`config.mk`:
```
export PLATFORM = sky130hd
export DESIGN_NAME = link_heartbeat_health_monitor_core
export DESIGN_NICKNAME = d
export VERILOG_FILES = /design/src/rtl/lhhm_pkg.sv /design/src/rtl/lhhm_engine.sv /design/src/rtl/link_heartbeat_health_monitor_core.sv
export SDC_FILE = /design/constraint.sdc
export NUM_CORES = 1
export LEC_CHECK = 0
export BUFFER_PORTS_ARGS = -buffer_cell sky130_fd_sc_hd__buf_2
export CAP_MARGIN = 20
export CORE_ASPECT_RATIO = 1.25
export CORE_MARGIN = 10
export CORE_UTILIZATION = 30
export DETAILED_ROUTE_END_ITERATION = 8
export SYNTH_ARGS = -nofsm -noshare
export SYNTH_HDL_FRONTEND = slang
export SYNTH_SLANG_ARGS = --single-unit
```
`constraint.sdc`:
```
create_clock -name clk -period 10.5 [get_ports clk]
set_input_delay 1.05 -clock clk [delete_from_list [all_inputs] [get_ports clk]]
set_output_delay 1.05 -clock clk [all_outputs]
set_load 0.03 [all_outputs]
```
`src/rtl/lhhm_pkg.sv`:
```
// Types and constants shared by the link heartbeat health monitor.
// No dependencies; used by lhhm_engine and link_heartbeat_health_monitor_core.
package lhhm_pkg;

    localparam int NOW_W = 48;
    localparam int SEQ_W = 32;
    localparam int BUF_W = 32;
    localparam int THR_W = 24;
    localparam int MAX_RES = 3;

    localparam logic [1:0] OP_OPEN = 2'd0;
    localparam logic [1:0] OP_MSG  = 2'd1;
    localparam logic [1:0] OP_POLL = 2'd2;

    localparam logic [1:0] EV_PING      = 2'd0;
    localparam logic [1:0] EV_PONG      = 2'd1;
    localparam logic [1:0] EV_HEALTH    = 2'd2;
    localparam logic [1:0] EV_RECONNECT = 2'd3;

    localparam logic [1:0] H_HEALTHY  = 2'd0;
    localparam logic [1:0] H_UNSTABLE = 2'd1;
    localparam logic [1:0] H_LOST     = 2'd2;

    localparam logic [1:0] CFG_PING_INTERVAL = 2'd0;
    localparam logic [1:0] CFG_UNSTABLE      = 2'd1;
    localparam logic [1:0] CFG_LOST          = 2'd2;
    localparam logic [1:0] CFG_RECONNECT     = 2'd3;

    localparam logic [THR_W-1:0] PING_INTERVAL_RST = 24'd10000;
    localparam logic [THR_W-1:0] UNSTABLE_RST      = 24'd60000;
    localparam logic [THR_W-1:0] LOST_RST          = 24'd120000;

    typedef struct packed {
        logic [1:0]       op;
        logic [NOW_W-1:0] now_ms;
        logic             shutting_down;
        logic             channel_up;
        logic             send_accepted;
        logic             is_text;
        logic             is_heartbeat_msg;
        logic             is_ping_action;
        logic [BUF_W-1:0] buffered_total;
    } in_item_t;

    typedef struct packed {
        logic [1:0]       event_kind;
        logic [SEQ_W-1:0] sequence_res;
        logic             delivered;
        logic [1:0]       health;
        logic             health_moved;
        logic             last;
    } res_item_t;

    typedef struct packed {
        logic [THR_W-1:0] ping_interval_ms;
        logic [THR_W-1:0] unstable_after_ms;
        logic [THR_W-1:0] lost_after_ms;
        logic             reconnect_allowed;
    } cfg_t;

    typedef struct packed {
        res_item_t [MAX_RES-1:0] slot;
        logic [1:0]              count;
    } batch_t;

endpackage

```
`src/rtl/lhhm_engine.sv`:
```
// Monitor state registers and the single-pass event logic that builds one
// batch of up to three results. Depends on lhhm_pkg.
module lhhm_engine #(
    parameter int TIME_BITS = 48
) (
    input  logic                clk,
    input  logic                rst_n,
    input  logic                go,
    input  lhhm_pkg::in_item_t  item,
    input  lhhm_pkg::cfg_t      cfg,
    output lhhm_pkg::batch_t    batch
);

    logic [TIME_BITS-1:0]      li_reg, li_next;
    logic [TIME_BITS-1:0]      lo_reg, lo_next;
    logic [TIME_BITS-1:0]      lp_reg, lp_next;
    logic [lhhm_pkg::BUF_W-1:0] prior_reg, prior_next;
    logic                      neg_reg, neg_next;
    logic [1:0]                health_reg, health_next;
    logic [lhhm_pkg::SEQ_W-1:0] count_reg, count_next;

    logic [TIME_BITS-1:0]      now_t;
    logic [TIME_BITS-1:0]      li_eff, lo_eff, lp_fill, lp_eff;
    logic [TIME_BITS-1:0]      el_out, silence, el_prog;
    logic [lhhm_pkg::SEQ_W-1:0] seq_inc;
    logic                      e_send, e_hc, e_rc, moved;
    logic [1:0]                send_kind, h_hc, h_mid;
    lhhm_pkg::res_item_t       r_send, r_hc, r_rc;

    assign now_t   = TIME_BITS'(item.now_ms);
    assign li_eff  = (li_reg == '0) ? now_t : li_reg;
    assign lo_eff  = (lo_reg == '0) ? now_t : lo_reg;
    assign lp_fill = (lp_reg == '0) ? now_t : lp_reg;
    assign lp_eff  = (item.buffered_total < prior_reg) ? now_t : lp_fill;
    assign el_out  = now_t - lo_eff;
    assign silence = now_t - li_eff;
    assign el_prog = now_t - lp_eff;
    assign seq_inc = count_reg + 32'd1;

    always_comb
    begin
        li_next     = li_reg;
        lo_next     = lo_reg;
        lp_next     = lp_reg;
        prior_next  = prior_reg;
        neg_next    = neg_reg;
        count_next  = count_reg;
        e_send      = 1'b0;
        e_hc        = 1'b0;
        e_rc        = 1'b0;
        moved       = 1'b0;
        send_kind   = lhhm_pkg::EV_PING;
        h_hc        = health_reg;
        h_mid       = health_reg;
        if (!item.shutting_down)
        begin
            case (item.op)
                lhhm_pkg::OP_OPEN:
                begin
                    li_next    = now_t;
                    lo_next    = now_t;
                    lp_next    = now_t;
                    prior_next = item.buffered_total;
                    neg_next   = 1'b0;
                    e_send     = item.channel_up;
                end
                lhhm_pkg::OP_MSG:
                begin
                    li_next   = now_t;
                    send_kind = lhhm_pkg::EV_PONG;
                    if (item.is_text && item.is_heartbeat_msg)
                    begin
                        neg_next = 1'b1;
                        e_send   = item.is_ping_action && item.channel_up;
                    end
                end
                lhhm_pkg::OP_POLL:
                begin
                    li_next    = li_eff;
                    lo_next    = lo_eff;
                    lp_next    = lp_eff;
                    prior_next = item.buffered_total;
                    e_send     = item.channel_up &&
                                 (el_out >= TIME_BITS'(cfg.ping_interval_ms));
                    if (neg_reg)
                    begin
                        if (silence < TIME_BITS'(cfg.unstable_after_ms))
                        begin
                            e_hc = (health_reg != lhhm_pkg::H_HEALTHY);
                            h_hc = lhhm_pkg::H_HEALTHY;
                        end
                        else
                        begin
                            if (health_reg == lhhm_pkg::H_HEALTHY)
                            begin
                                e_hc  = 1'b1;
                                h_hc  = lhhm_pkg::H_UNSTABLE;
                                h_mid = lhhm_pkg::H_UNSTABLE;
                            end
                            if ((silence >= TIME_BITS'(cfg.lost_after_ms)) &&
                                (el_prog >= TIME_BITS'(cfg.lost_after_ms)) &&
                                cfg.reconnect_allowed)
                            begin
                                e_rc  = 1'b1;
                                moved = (h_mid != lhhm_pkg::H_LOST);
                            end
                        end
                    end
                end
                default:
                begin
                end
            endcase
            if (e_send)
            begin
                count_next = seq_inc;
                if (item.send_accepted)
                    lo_next = now_t;
            end
        end
    end

    assign health_next = e_rc ? lhhm_pkg::H_LOST : (e_hc ? h_hc : health_reg);

    always_comb
    begin
        r_send.event_kind   = send_kind;
        r_send.sequence_res = seq_inc;
        r_send.delivered    = item.send_accepted;
        r_send.health       = health_reg;
        r_send.health_moved = 1'b0;
        r_send.last         = !(e_hc || e_rc);

        r_hc.event_kind     = lhhm_pkg::EV_HEALTH;
        r_hc.sequence_res   = '0;
        r_hc.delivered      = 1'b0;
        r_hc.health         = h_hc;
        r_hc.health_moved   = 1'b0;
        r_hc.last           = !e_rc;

        r_rc.event_kind     = lhhm_pkg::EV_RECONNECT;
        r_rc.sequence_res   = '0;
        r_rc.delivered      = 1'b0;
        r_rc.health         = lhhm_pkg::H_LOST;
        r_rc.health_moved   = moved;
        r_rc.last           = 1'b1;

        // pack present results toward slot 0, in emission order
        batch.slot[0] = e_send ? r_send : (e_hc ? r_hc : r_rc);
        batch.slot[1] = e_send ? (e_hc ? r_hc : r_rc) : r_rc;
        batch.slot[2] = r_rc;
        batch.count   = 2'({1'b0, e_send} + {1'b0, e_hc} + {1'b0, e_rc});
    end

    always_ff @(posedge clk or negedge rst_n)
    begin
        if (!rst_n)
        begin
            li_reg     <= '0;
            lo_reg     <= '0;
            lp_reg     <= '0;
            prior_reg  <= '0;
            neg_reg    <= 1'b0;
            health_reg <= lhhm_pkg::H_HEALTHY;
            count_reg  <= '0;
        end
        else if (go)
        begin
            li_reg     <= li_next;
            lo_reg     <= lo_next;
            lp_reg     <= lp_next;
            prior_reg  <= prior_next;
            neg_reg    <= neg_next;
            health_reg <= health_next;
            count_reg  <= count_next;
        end
    end

endmodule

```
`src/rtl/link_heartbeat_health_monitor_core.sv`:
```
// Top level of the link heartbeat health monitor: input register, config
// registers and the result shift buffer. Depends on lhhm_pkg, lhhm_engine.
//
// Usage:
//   in_*  : one event request per accepted cycle (in_valid high, in_stall low).
//   out_* : result requests, at most three per event, the final one with
//           last set; an event may give no result at all.
//   cfg_* : register writes (index 0..3); cfg_ready is always high. Write
//           only while no event is in flight.
// Flow: an accepted event waits in the input register and is evaluated when
//   the result buffer can load; its results are then offered from the buffer.
// Throughput: one event per cycle while each event gives at most one result
//   and out_stall is low; an event with more results holds the engine until
//   its results drain, since the result buffer drains one entry per cycle.
// Reset: all monitor state clears (health healthy, sequence zero, times
//   unset), registers take their defaults, no results are pending.
// Stall: out_stall holds the head result; the buffer and input register fill
//   and in_stall then rises until results drain.
module link_heartbeat_health_monitor_core #(
    parameter int TIME_BITS = 48
) (
    input  logic                        clk,
    input  logic                        rst_n,
    input  logic                        in_valid,
    output logic                        in_stall,
    input  lhhm_pkg::in_item_t          in_data,
    output logic                        out_valid,
    input  logic                        out_stall,
    output lhhm_pkg::res_item_t         out_data,
    input  logic                        cfg_valid,
    output logic                        cfg_ready,
    input  logic [1:0]                  cfg_index,
    input  logic [lhhm_pkg::THR_W-1:0]  cfg_data
);

    lhhm_pkg::in_item_t                      in_reg;
    logic                                    in_vld_reg;
    lhhm_pkg::cfg_t                          cfg_reg;
    lhhm_pkg::res_item_t [lhhm_pkg::MAX_RES-1:0] slot_reg;
    logic [1:0]                              cnt_reg;
    lhhm_pkg::batch_t                        batch;
    logic                                    take, load_ok, go;

    assign take      = out_valid && !out_stall;
    assign load_ok   = (cnt_reg == 2'd0) || ((cnt_reg == 2'd1) && take);
    assign go        = in_vld_reg && load_ok;
    assign in_stall  = in_vld_reg && !load_ok;
    assign out_valid = (cnt_reg != 2'd0);
    assign out_data  = slot_reg[0];
    assign cfg_ready = 1'b1;

    lhhm_engine #(
        .TIME_BITS (TIME_BITS)
    ) u_engine (
        .clk   (clk),
        .rst_n (rst_n),
        .go    (go),
        .item  (in_reg),
        .cfg   (cfg_reg),
        .batch (batch)
    );

    always_ff @(posedge clk or negedge rst_n)
    begin
        if (!rst_n)
            in_vld_reg <= 1'b0;
        else if (in_valid && !in_stall)
            in_vld_reg <= 1'b1;
        else if (go)
            in_vld_reg <= 1'b0;
    end

    always_ff @(posedge clk)
    begin
        if (in_valid && !in_stall)
            in_reg <= in_data;
    end

    always_ff @(posedge clk or negedge rst_n)
    begin
        if (!rst_n)
        begin
            cfg_reg.ping_interval_ms  <= lhhm_pkg::PING_INTERVAL_RST;
            cfg_reg.unstable_after_ms <= lhhm_pkg::UNSTABLE_RST;
            cfg_reg.lost_after_ms     <= lhhm_pkg::LOST_RST;
            cfg_reg.reconnect_allowed <= 1'b1;
        end
        else if (cfg_valid && cfg_ready)
        begin
            unique case (cfg_index)
                lhhm_pkg::CFG_PING_INTERVAL: cfg_reg.ping_interval_ms  <= cfg_data;
                lhhm_pkg::CFG_UNSTABLE:      cfg_reg.unstable_after_ms <= cfg_data;
                lhhm_pkg::CFG_LOST:          cfg_reg.lost_after_ms     <= cfg_data;
                lhhm_pkg::CFG_RECONNECT:     cfg_reg.reconnect_allowed <= cfg_data[0];
                default:
                begin
                end
            endcase
        end
    end

    always_ff @(posedge clk or negedge rst_n)
    begin
        if (!rst_n)
            cnt_reg <= 2'd0;
        else if (go)
            cnt_reg <= batch.count;
        else if (take)
            cnt_reg <= cnt_reg - 2'd1;
    end

    always_ff @(posedge clk)
    begin
        if (go)
            slot_reg <= batch.slot;
        else if (take)
        begin
            slot_reg[0] <= slot_reg[1];
            slot_reg[1] <= slot_reg[2];
        end
    end

    a_last_on_final: assert property (@(posedge clk) disable iff (!rst_n)
        (cnt_reg == 2'd1) |-> slot_reg[0].last)
        else $error("final pending result lacks last");

    a_no_early_last: assert property (@(posedge clk) disable iff (!rst_n)
        (cnt_reg > 2'd1) |-> !slot_reg[0].last)
        else $error("last set before final result");

    a_nonhb_clean: assert property (@(posedge clk) disable iff (!rst_n)
        (out_valid && ((out_data.event_kind == lhhm_pkg::EV_HEALTH) ||
                       (out_data.event_kind == lhhm_pkg::EV_RECONNECT)))
        |-> ((out_data.sequence_res == '0) && !out_data.delivered))
        else $error("status result carries heartbeat fields");

    a_moved_only_rc: assert property (@(posedge clk) disable iff (!rst_n)
        (out_valid && (out_data.event_kind != lhhm_pkg::EV_RECONNECT))
        |-> !out_data.health_moved)
        else $error("health_moved on non-reconnect result");

endmodule
```
## Yosys cells after proc, flatten, opt, wreduce, memory -nomap -nowiden

Index checks and enable logic that the tools add are counted.
Widths: inputs -> output; s select.

- Register bits: 454
- Latch bits: 0
- Bits in writable memories: 0
- Bits in read-only memories: 0
- Input port bits: 119
- Output and inout bits: 42
- Word-level logic and storage cells: 153
- Memories kept: 0

- $add $sub $neg: 7
- Multiply operators: 0
- Div/mod/pow operators: 0
- $lt $le $gt $ge: 5
- Equality and inequality tests: 8
- Shifts and indexed selects: 0
- Muxes and demuxes: 52
- Bitwise operators: 1
- Reductions and logical operators: 45

Operators by type and width:

| operator | count |
|---|---|
| $mux 48 | 6 |
| $pmux 48 s2 | 3 |
| $mux 78 | 2 |
| $ge 48x24->1 | 3 |
| $logic_not 48->1 | 3 |
| $sub 48x48->48 | 3 |
| $mux 39 | 2 |
| $lt 48x24->1 | 1 |
| $mux 38 | 1 |
| $add 32x1->32 const B | 1 |
| $lt 32x32->1 | 1 |
| $mux 2 | 14 |
| $mux 1 | 22 |
| $reduce_bool 2->1 | 8 |
| $reduce_and 2->1 | 6 |
| $reduce_and 3->1 | 4 |
| $logic_and 1x1->1 | 10 |
| $logic_not 2->1 | 4 |
| $eq 2x1->1 const B | 3 |
| $eq 2x2->1 const B | 3 |
| $logic_not 1->1 | 5 |
| $reduce_and 4->1 | 1 |
| $reduce_or 2->1 | 2 |
| $pmux 1 s3 | 1 |
| other kinds (8) | 9 |

## Depth between registers and ports, before layout

Gate-level depths: netlist of run 1.

- Depth in word-level cells: 17
- Depth in mapped cells: 39
- Depth with buffers taken out: 37

## By module

From an unflattened synthesis of run 1, not the netlist that was laid out.

- Cell total of the unflattened synthesis: 3408
- Area, all modules: 33573.4 um^2

By module, submodules not included:

| module | instances | cells an instance | area each (um^2) | sequential area each (um^2) |
|---|---|---|---|---|
| lhhm_engine | 1 | 2899 | 23142.2 | 5280.1 |
| link_heartbeat_health_monitor_core | 1 | 509 | 10431.3 | 8082.8 |

## Least setup slack after synthesis of run 1

Ideal clock, no wire load.

- Path kind: register to register
- Start: register in_reg[15] in the netlist's numbering
- End: register cnt_reg[0]
- Setup time: 0.129 ns
- Data arrival time: 8.962 ns
- Required time: 10.371 ns
- Path slack: 1.408 ns
- Stages on the path, launching flop included: 34
- Buffers on the path: 3
- Clock period less this slack: 9.092 ns
- Cell sequence: edfxtp_1 > ha_1 > nand4_1 > or4_1 > a221o_2 > a311o_2 > nand2_1 > clkbuf_1 > buf_1 > mux2i_1 > ha_1 > clkbuf_1 > a21oi_1 > o21ai_0 > a211oi_1 > o31a_1 > o31ai_1 > nor2_1 > xnor2_1 > ha_1 > a221o_1 > a211oi_1 > o2111ai_1 > or4_1 > or4_1 > nor4_1 > nand4_1 > or4_1 > or4_4 > nor4b_4 > nor2_1 > fa_1 > nand2_1 > o21ai_0

- Word-level cells in the longest chain between the ends: 13

Ends and longest elaborated chain:

| what | RTL line | text |
|---|---|---|
| start: declaration | link_heartbeat_health_monitor_core.sv:36 | `lhhm_pkg::in_item_t in_reg;` |
| start signal: assignment | link_heartbeat_health_monitor_core.sv:76 | `in_reg <= in_data;` |
| $lt 32x32->1 | lhhm_engine.sv:34 | `assign lp_eff = (item.buffered_total < prior_reg) ? now_t : lp_fill;` |
| $mux 48 | lhhm_engine.sv:34 |  |
| $sub 48x48->48 | lhhm_engine.sv:37 | `assign el_prog = now_t - lp_eff;` |
| $ge 48x24->1 | lhhm_engine.sv:101 | `(el_prog >= TIME_BITS'(cfg.lost_after_ms)) &&` |
| $logic_and 1x1->1 | lhhm_engine.sv:100 | `if ((silence >= TIME_BITS'(cfg.lost_after_ms)) &&` |
| $logic_and 1x1->1 | lhhm_engine.sv:101 |  |
| $mux 1 | lhhm_engine.sv:100 |  |
| $mux 1 | lhhm_engine.sv:87 | `if (silence < TIME_BITS'(cfg.unstable_after_ms))` |
| $mux 1 | lhhm_engine.sv:85 | `if (neg_reg)` |
| $mux 1 | lhhm_engine.sv:57 | `case (item.op)` |
| $mux 1 | lhhm_engine.sv:55 | `if (!item.shutting_down)` |
| $add 2x1->2 | lhhm_engine.sv:152 | `batch.count = 2'({1'b0, e_send} + {1'b0, e_hc} + {1'b0, e_rc});` |
| $mux 2 | link_heartbeat_health_monitor_core.sv:106 | `else if (go)` |
| end signal: assignment | link_heartbeat_health_monitor_core.sv:107 | `cnt_reg <= batch.count;` |
| end signal: assignment | link_heartbeat_health_monitor_core.sv:109 | `cnt_reg <= cnt_reg - 2'd1;` |
| end: declaration | link_heartbeat_health_monitor_core.sv:40 | `logic [1:0] cnt_reg;` |

Every way passes these cells.
A chain may end at the register's enable or synchronous reset.

## Worst setup path after layout of run 1

- Start: register u_engine.lp_reg[42]
- End: register cnt_reg[0]

- Word-level cells in the longest chain between the ends: 14

Ends and longest elaborated chain:

| what | RTL line | text |
|---|---|---|
| start: declaration | lhhm_engine.sv:16 | `logic [TIME_BITS-1:0] lp_reg, lp_next;` |
| start signal: assignment | lhhm_engine.sv:171 | `lp_reg <= lp_next;` |
| $logic_not 48->1 | lhhm_engine.sv:33 | `assign lp_fill = (lp_reg == '0) ? now_t : lp_reg;` |
| $mux 48 * | lhhm_engine.sv:33 |  |
| $mux 48 * | lhhm_engine.sv:34 |  |
| $sub 48x48->48 * | lhhm_engine.sv:37 |  |
| $ge 48x24->1 * | lhhm_engine.sv:101 |  |
| $logic_and 1x1->1 * | lhhm_engine.sv:100 |  |
| $logic_and 1x1->1 * | lhhm_engine.sv:101 |  |
| $mux 1 * | lhhm_engine.sv:100 |  |
| $mux 1 * | lhhm_engine.sv:87 |  |
| $mux 1 * | lhhm_engine.sv:85 |  |
| $mux 1 * | lhhm_engine.sv:57 |  |
| $mux 1 * | lhhm_engine.sv:55 |  |
| $add 2x1->2 * | lhhm_engine.sv:152 |  |
| $mux 2 * | link_heartbeat_health_monitor_core.sv:106 |  |

Every way passes the cells marked *; elsewhere a longest branch is shown, timed or not.

==> out/metrics.yaml, run 1 <==
sta:
  slew_headroom_pct: 11.2
  finalHoldViolations: 0
  setup_slack_ps: 507
  skew_ps: 20.5
  maxSlewViolCount: 0
  setup_viol: 0
  grt_setup_unrepaired: "false"
  max_freq_mhz: 100
  tightest_slew_ps: 1300
  min_period_ps: 9990
  setup_tns_ps: 0
  period_share_pct: 95.2
  holdWs_ps: 485
synthesis:
  ys_ff_latch: 420
  yosys_warnings: 0
  seq_area_frac_synth_pct: 37.3
  synth_compound_area_share_pct: 21.9
  netlist_instances: 3215
  syn-num-nets: 3603
  muxShareOfSynthArea_pct: 5.55
  synth_edf_count: 133
  synth_simple_gate_area_share_pct: 14.4
  synth_ff_type: "dfrtp_1"
  ys_types: 104
  synth_top_family_by_area: "compound AO/OA/AOI/OAI gates"
  netlist_area_sq_um: 30000
  syn_avg_cell_area_sq_um: 9.33
  synth_xor_area_share_pct: 4.56
  synthAdderAreaFrac_pct: 11.4
  postSynth.asyncResetShare_pct: 68.3
cells_and_area:
  final_cell_mix: "a21oi_1, nand2_1, dfrtp_1"
  mostFrequentLayoutCell: "a21oi_1"
  drive_above_1_share_pct: 14.2
  nNetsFinal: 3693
  antennaDiodeCount: 0
  syn_to_final_growth_pct: 12.3
  finalNonFillerCells: 4656
  largest_register_ffs: 88
worst_setup_path:
  worstSetupPathType: "reg2reg"
  r2r-end: "cnt_reg[0]"
  crit_required_ps: 10980
  ff2ff_setup_slack_ps: 510
  crit_path_start_kind: "flop"
  critPathMaxFanout: 15
  slowest_delay_ps: 1110
  crit_path_end_kind: "flop"
  worstPathArrival_ps: 10470
  worstRegToRegCells: 29
  r2r_start: "u_engine.lp_reg[42]"
  critPathSlowestCell: "a2111oi_0"
clock_network:
  htreeDepth: 2
  clk_pin_slew_ps: 60
  clock_path_buffers: 3
  tritoncts: "yes"
  cts_root_buf: "clkbuf_16"
  cts_setup_buffers: 0
  cts_buffers: 49
  cts_sinks: 420
  clock_latency_ps: 610
detailed_routing:
  drc: 0
  viasPerCell: 5.40
  vias: 25100
  drt_iter0_markers: 1539
  wl_per_cell_um: 20.8
  totalWireLength_um: 96600
  dr.pass1.iters: 5
  antenna_left: 0
hold_path:
  hold_path_class: "reg2reg"
  hold_path_depth: 2
  min_to: "u_engine.prior_reg[9]"
  hp-start: "in_reg[9]"
placement:
  port_buffers: 159
  pre_cts_slack_ps: 484
  globalplace.congestion: 0.965
  dp.cells: 4564
  hpwl_um: 75700
floorplan:
  row_count: 129
  die_h_um: 374
  start_util_pct: 30.3
  design.core.area_sq_um: 99100
  dieArea_sq_um: 113000
  ioPinCount: 161
  die_w_um: 303
pwr:
  p_per_area_nw_per_um2: 366
  ir_drop_mv: 0.211
  p_leak_uw: 0.0143
outcome:
  status: "finished, final reports clean"
grt:
  grt_pass1_vias: 25000
  antenna_found_initial: 3
  grt_pass1_wl_um: 147000
  overflow: 0
  grt_usage_pct: 16.5
  grt_max_degree: 106
run:
  max_cap_viol_count: 0
==> metrics by stage <==
stage	power (uW)	instance area [sq um]	utilization, %
after floorplan	8300	30000	-
after global placement	10400	32000	32.3
after detailed placement	10500	32000	32.3
after CTS	12300	33700	34.0
after global routing	13300	33700	34.0
final	12300	33700	34.0
==> final cells by class <==
class	instances	area, sq um
Clock buffer	58	1310
Clock inverter	34	337
Fill cell	10300	65400
Inverter	180	676
Multi-Input combinational cell	2457	17400
Sequential cell	420	11200
Tap cell	1310	1640
Timing Repair Buffer	197	1100
==> critical path: cells and delay by family, from the launching register on <==
kind	cells	cell delay (ps)
and+or+nand+nor	15	4710
AOI/OAI and AO/OA	9	3160
adders and majority gates	3	1150
DFF	1	400
xor gates and xnor gates	1	220
muxes	1	210
==> cells in the mapped netlist (all sizes together) (16+ instances only) <==
master	count	area, sq um
nand3	50	255
xor2	47	412
clkbuf	95	367
nor3	45	236
edfxtp	133	3990
ha	266	3330
dfrtp	267	6680
nor4	51	325
xnor2	109	955
a21oi	325	1630
buf	62	398
nor2	195	732
inv	180	676
o211ai	22	165
and2	22	139
or3	22	144
a31oi	26	178
dfstp	20	526
nand2b	35	219
mux2	99	1110
a21o	95	713
nand4	69	432
o21a	43	323
nor2b	23	144
a22o	57	499
o21ba	33	330
o21bai	16	120
a211oi	28	210
mux2i	55	551
nand2	272	1020
o21ai	197	990
and3	39	245
==> routing by layer <==
layer	up-vias	wire [um]	GRT usage, %
li1	12100	-	-
met2	635	48700	29.6
met1	12200	38300	18.7
met3	218	3790	1.96
met4	4	5760	9.02
met5	-	24	0
==> worst max path at each step <==
stage                                    from    endpoint  slack [ps]
after global placement             in_reg[15]  cnt_reg[0]         670
after detailed placement           in_reg[15]  cnt_reg[0]         480
after floorplan                    in_reg[15]  cnt_reg[0]        1410
final                     u_engine.lp_reg[42]  cnt_reg[0]         510
after CTS                          in_reg[15]  cnt_reg[0]         510
after global routing               in_reg[15]  cnt_reg[0]          70
==> repair_timing <==
item,CTS,global route
hold buffers,0,0
gates resized for setup,0,1
endpoints found under the setup margin,0,1
==> power breakdown <==
| group | internal, uW | switching [uW] |
|---|---|---|
| combinational | 3030 | 4720 |
| clock | 1040 | 740 |
| sequential | 2280 | 510 |
| total | 6350 | 5970 |
==> logic make-up after synthesis <==
logic type	Yosys count
simple gates	875
xor+xnor	156
buf+inv	338
compound gates	999
flops	420
mux	154
fa+ha+maj	272
other cells	1
Power figures use the tool's default switching activity.
==> run 2, diff against run 1 <==
--- a/config.mk
+++ b/config.mk
@@ -8,7 +8,7 @@
 export BUFFER_PORTS_ARGS = -buffer_cell sky130_fd_sc_hd__buf_2
 export CAP_MARGIN = 20
 export CORE_ASPECT_RATIO = 1.25
-export CORE_MARGIN = 10
+export CORE_MARGIN = 5
 export CORE_UTILIZATION = 30
 export DETAILED_ROUTE_END_ITERATION = 8
 export SYNTH_ARGS = -nofsm -noshare
==> run 2 against run 1 <==
Die area decreased by 5.9%. Routed wire length fell by 2.6%. Sequential power hardly changed. Critical path type unchanged. Largest power group unchanged. First-iteration DRC count fell by 2.4%.
==> out/metrics.yaml, run 2 (synthesis gave the netlist of run 1 again) <==
pwr:
  power_frac_comb_pct: 63.0
  ir_drop_mv: 0.167
  p_switching_uw: 5890
  p_leak_uw: 0.0143
  p_int_uw: 6330
  swShare_pct: 48.2
  clkPwrFrac_pct: 14.3
  seqPwrFrac_pct: 22.7
  p_per_area_nw_per_um2: 363
sta:
  skew_ps: 31.6
  min_period_ps: 9830
  setup_viol: 0
  maxSlewViolCount: 0
  finalHoldViolations: 0
  grt_setup_unrepaired: "false"
  max_freq_mhz: 102
  slew_headroom_pct: 28.0
  tightest_slew_ps: 1080
  period_share_pct: 93.7
  setup_tns_ps: 0
cells_and_area:
  syn_to_final_growth_pct: 12.2
  nNetsFinal: 3693
  layout.area.seq_sq_um: 11200
  largest_register_ffs: 88
  mostFrequentLayoutCell: "a21oi_1"
  nFillCells: 10200
  multi_input_area_sq_um: 17400
  finalNonFillerCells: 4659
  drive_above_1_share_pct: 14.3
  final_cell_mix: "a21oi_1, nand2_1, dfrtp_1"
detailed_routing:
  viasPerCell: 5.40
  wl_met3_um: 3510
  dr.pass1.iters: 6
  wl_per_cell_um: 20.2
  highest_layer: "met4"
  antenna_left: 0
  totalWireLength_um: 94200
  drc: 0
  vias: 25200
  wl_met1_um: 37200
  drt_iter0_markers: 1502
  dr_wl_met2_um: 48300
worst_setup_path:
  critPathMaxFanout: 15
  crit_path_start_kind: "flop"
  cp_top_family: "simple AND/OR/NAND/NOR gates"
  crit_required_ps: 10980
  crit_top_cell: "or4_1"
  critPathSlowestCell: "or4_4"
  slowest_delay_ps: 590
  worstPathArrival_ps: 10310
  crit_path_end_kind: "flop"
  worstSetupPathType: "reg2reg"
  path_buf_inv: 1
clock_network:
  cts_setup_buffers: 0
  clock_latency_ps: 630
  clk_pin_slew_ps: 60
  tritoncts: "yes"
  hold_buffers: 0
  cts_root_buf: "clkbuf_16"
  cts_buffers: 49
  clock_path_buffers: 3
  htreeDepth: 2
  cts_sinks: 420
  postCtsResizedCells: 0
floorplan:
  design.core.area_sq_um: 99100
  dieArea_sq_um: 106000
  start_util_pct: 30.3
  ioPinCount: 161
  die_h_um: 364
  die_w_um: 293
  row_count: 129
run:
  max_cap_viol_count: 0
placement:
  globalplace.congestion: 0.950
  dp.cells: 4564
  port_buffers: 159
  hpwl_um: 73800
grt:
  grt_usage_pct: 17.1
  overflow: 0
  grt_pass1_vias: 25300
  grt_pass1_wl_um: 144000
  antenna_found_initial: 4
  grt_max_degree: 111
outcome:
  status: "finished, final reports clean"
hold_path:
  hold_path_class: "reg2reg"
run 2: cell types whose count changed in the layout (fill, tap and decap cells not counted), moves of 2 or more:
| cell | delta |
|---|---|
| clkbuf_1 | +4 |
| clkinv_1 | -10 |
| clkbuf_8 | +4 |
| bufinv_16 | -2 |
| clkinv_4 | +3 |
| clkinv_2 | +3 |
| inv_6 | -2 |
| diode_2 | +3 |
run 2: layout make-up:
class | count | share of cell area, %
Antenna cell | 3 | 0.0223
Tap cell | 1310 | 4.87
Inverter | 180 | 2.01
Sequential cell | 420 | 33.3
Multi-Input combinational cell | 2457 | 51.7
Timing Repair Buffer | 197 | 3.24
Clock buffer | 65 | 4.03
Clock inverter | 27 | 0.851
run 2: per-layer routing:
metal / global-route usage [%] / vias to the layer above
met5: 0 / -
met4: 8.29 / 0
met3: 2.01 / 202
met2: 32.0 / 607
met1: 19.1 / 12300
li1: - / 12100
run 2: worst paths after layout:
check                           start  slack, ps  depth (start not counted)                     end
min in group asynchronous       rst_n        510                          1              cfg_reg[3]
max                        in_reg[15]        670                         30              cnt_reg[0]
max in group asynchronous       rst_n       7710                          3  u_engine.count_reg[25]
min                        in_reg[29]        490                          2  u_engine.prior_reg[29]
max reg2reg                in_reg[15]        670                         30              cnt_reg[0]
min reg2reg                in_reg[29]        490                          2  u_engine.prior_reg[29]
run 2: power by group through the flow:
stage / clock (uW) / sequential [uW] / combinational (uW)
CTS: 1810 / 2770 / 7670
global placement: 0 / 2790 / 7570
floorplan: 0 / 2590 / 5710
global route: 1870 / 2830 / 8510
finish: 1750 / 2770 / 7700
detailed placement: 0 / 2800 / 7620
run 2: worst reg2reg max path: cells and delay by family, from the launching register on:
family	cells	cell delay [ps]
DFF	1	390
adders and majority gates	4	1440
xor gates and xnor gates	1	140
AOI/OAI and AO/OA	7	1980
muxes	1	130
and+or+nand+nor	16	5240
buffers and inverters	1	370
run 2: metrics by stage:
| stage | hold slack, ps | power, uW | instance area (sq um) | utilization, % | worst slack [ps] |
|---|---|---|---|---|---|
| floorplan | 446 | 8300 | 30000 | - | 1410 |
| global placement | 472 | 10400 | 32000 | 32.3 | 944 |
| detailed placement | 479 | 10400 | 32000 | 32.3 | 775 |
| CTS | 491 | 12200 | 33700 | 34.0 | 747 |
| global route | 515 | 13200 | 33700 | 34.0 | 223 |
| finish | 489 | 12200 | 33700 | 34.0 | 666 |
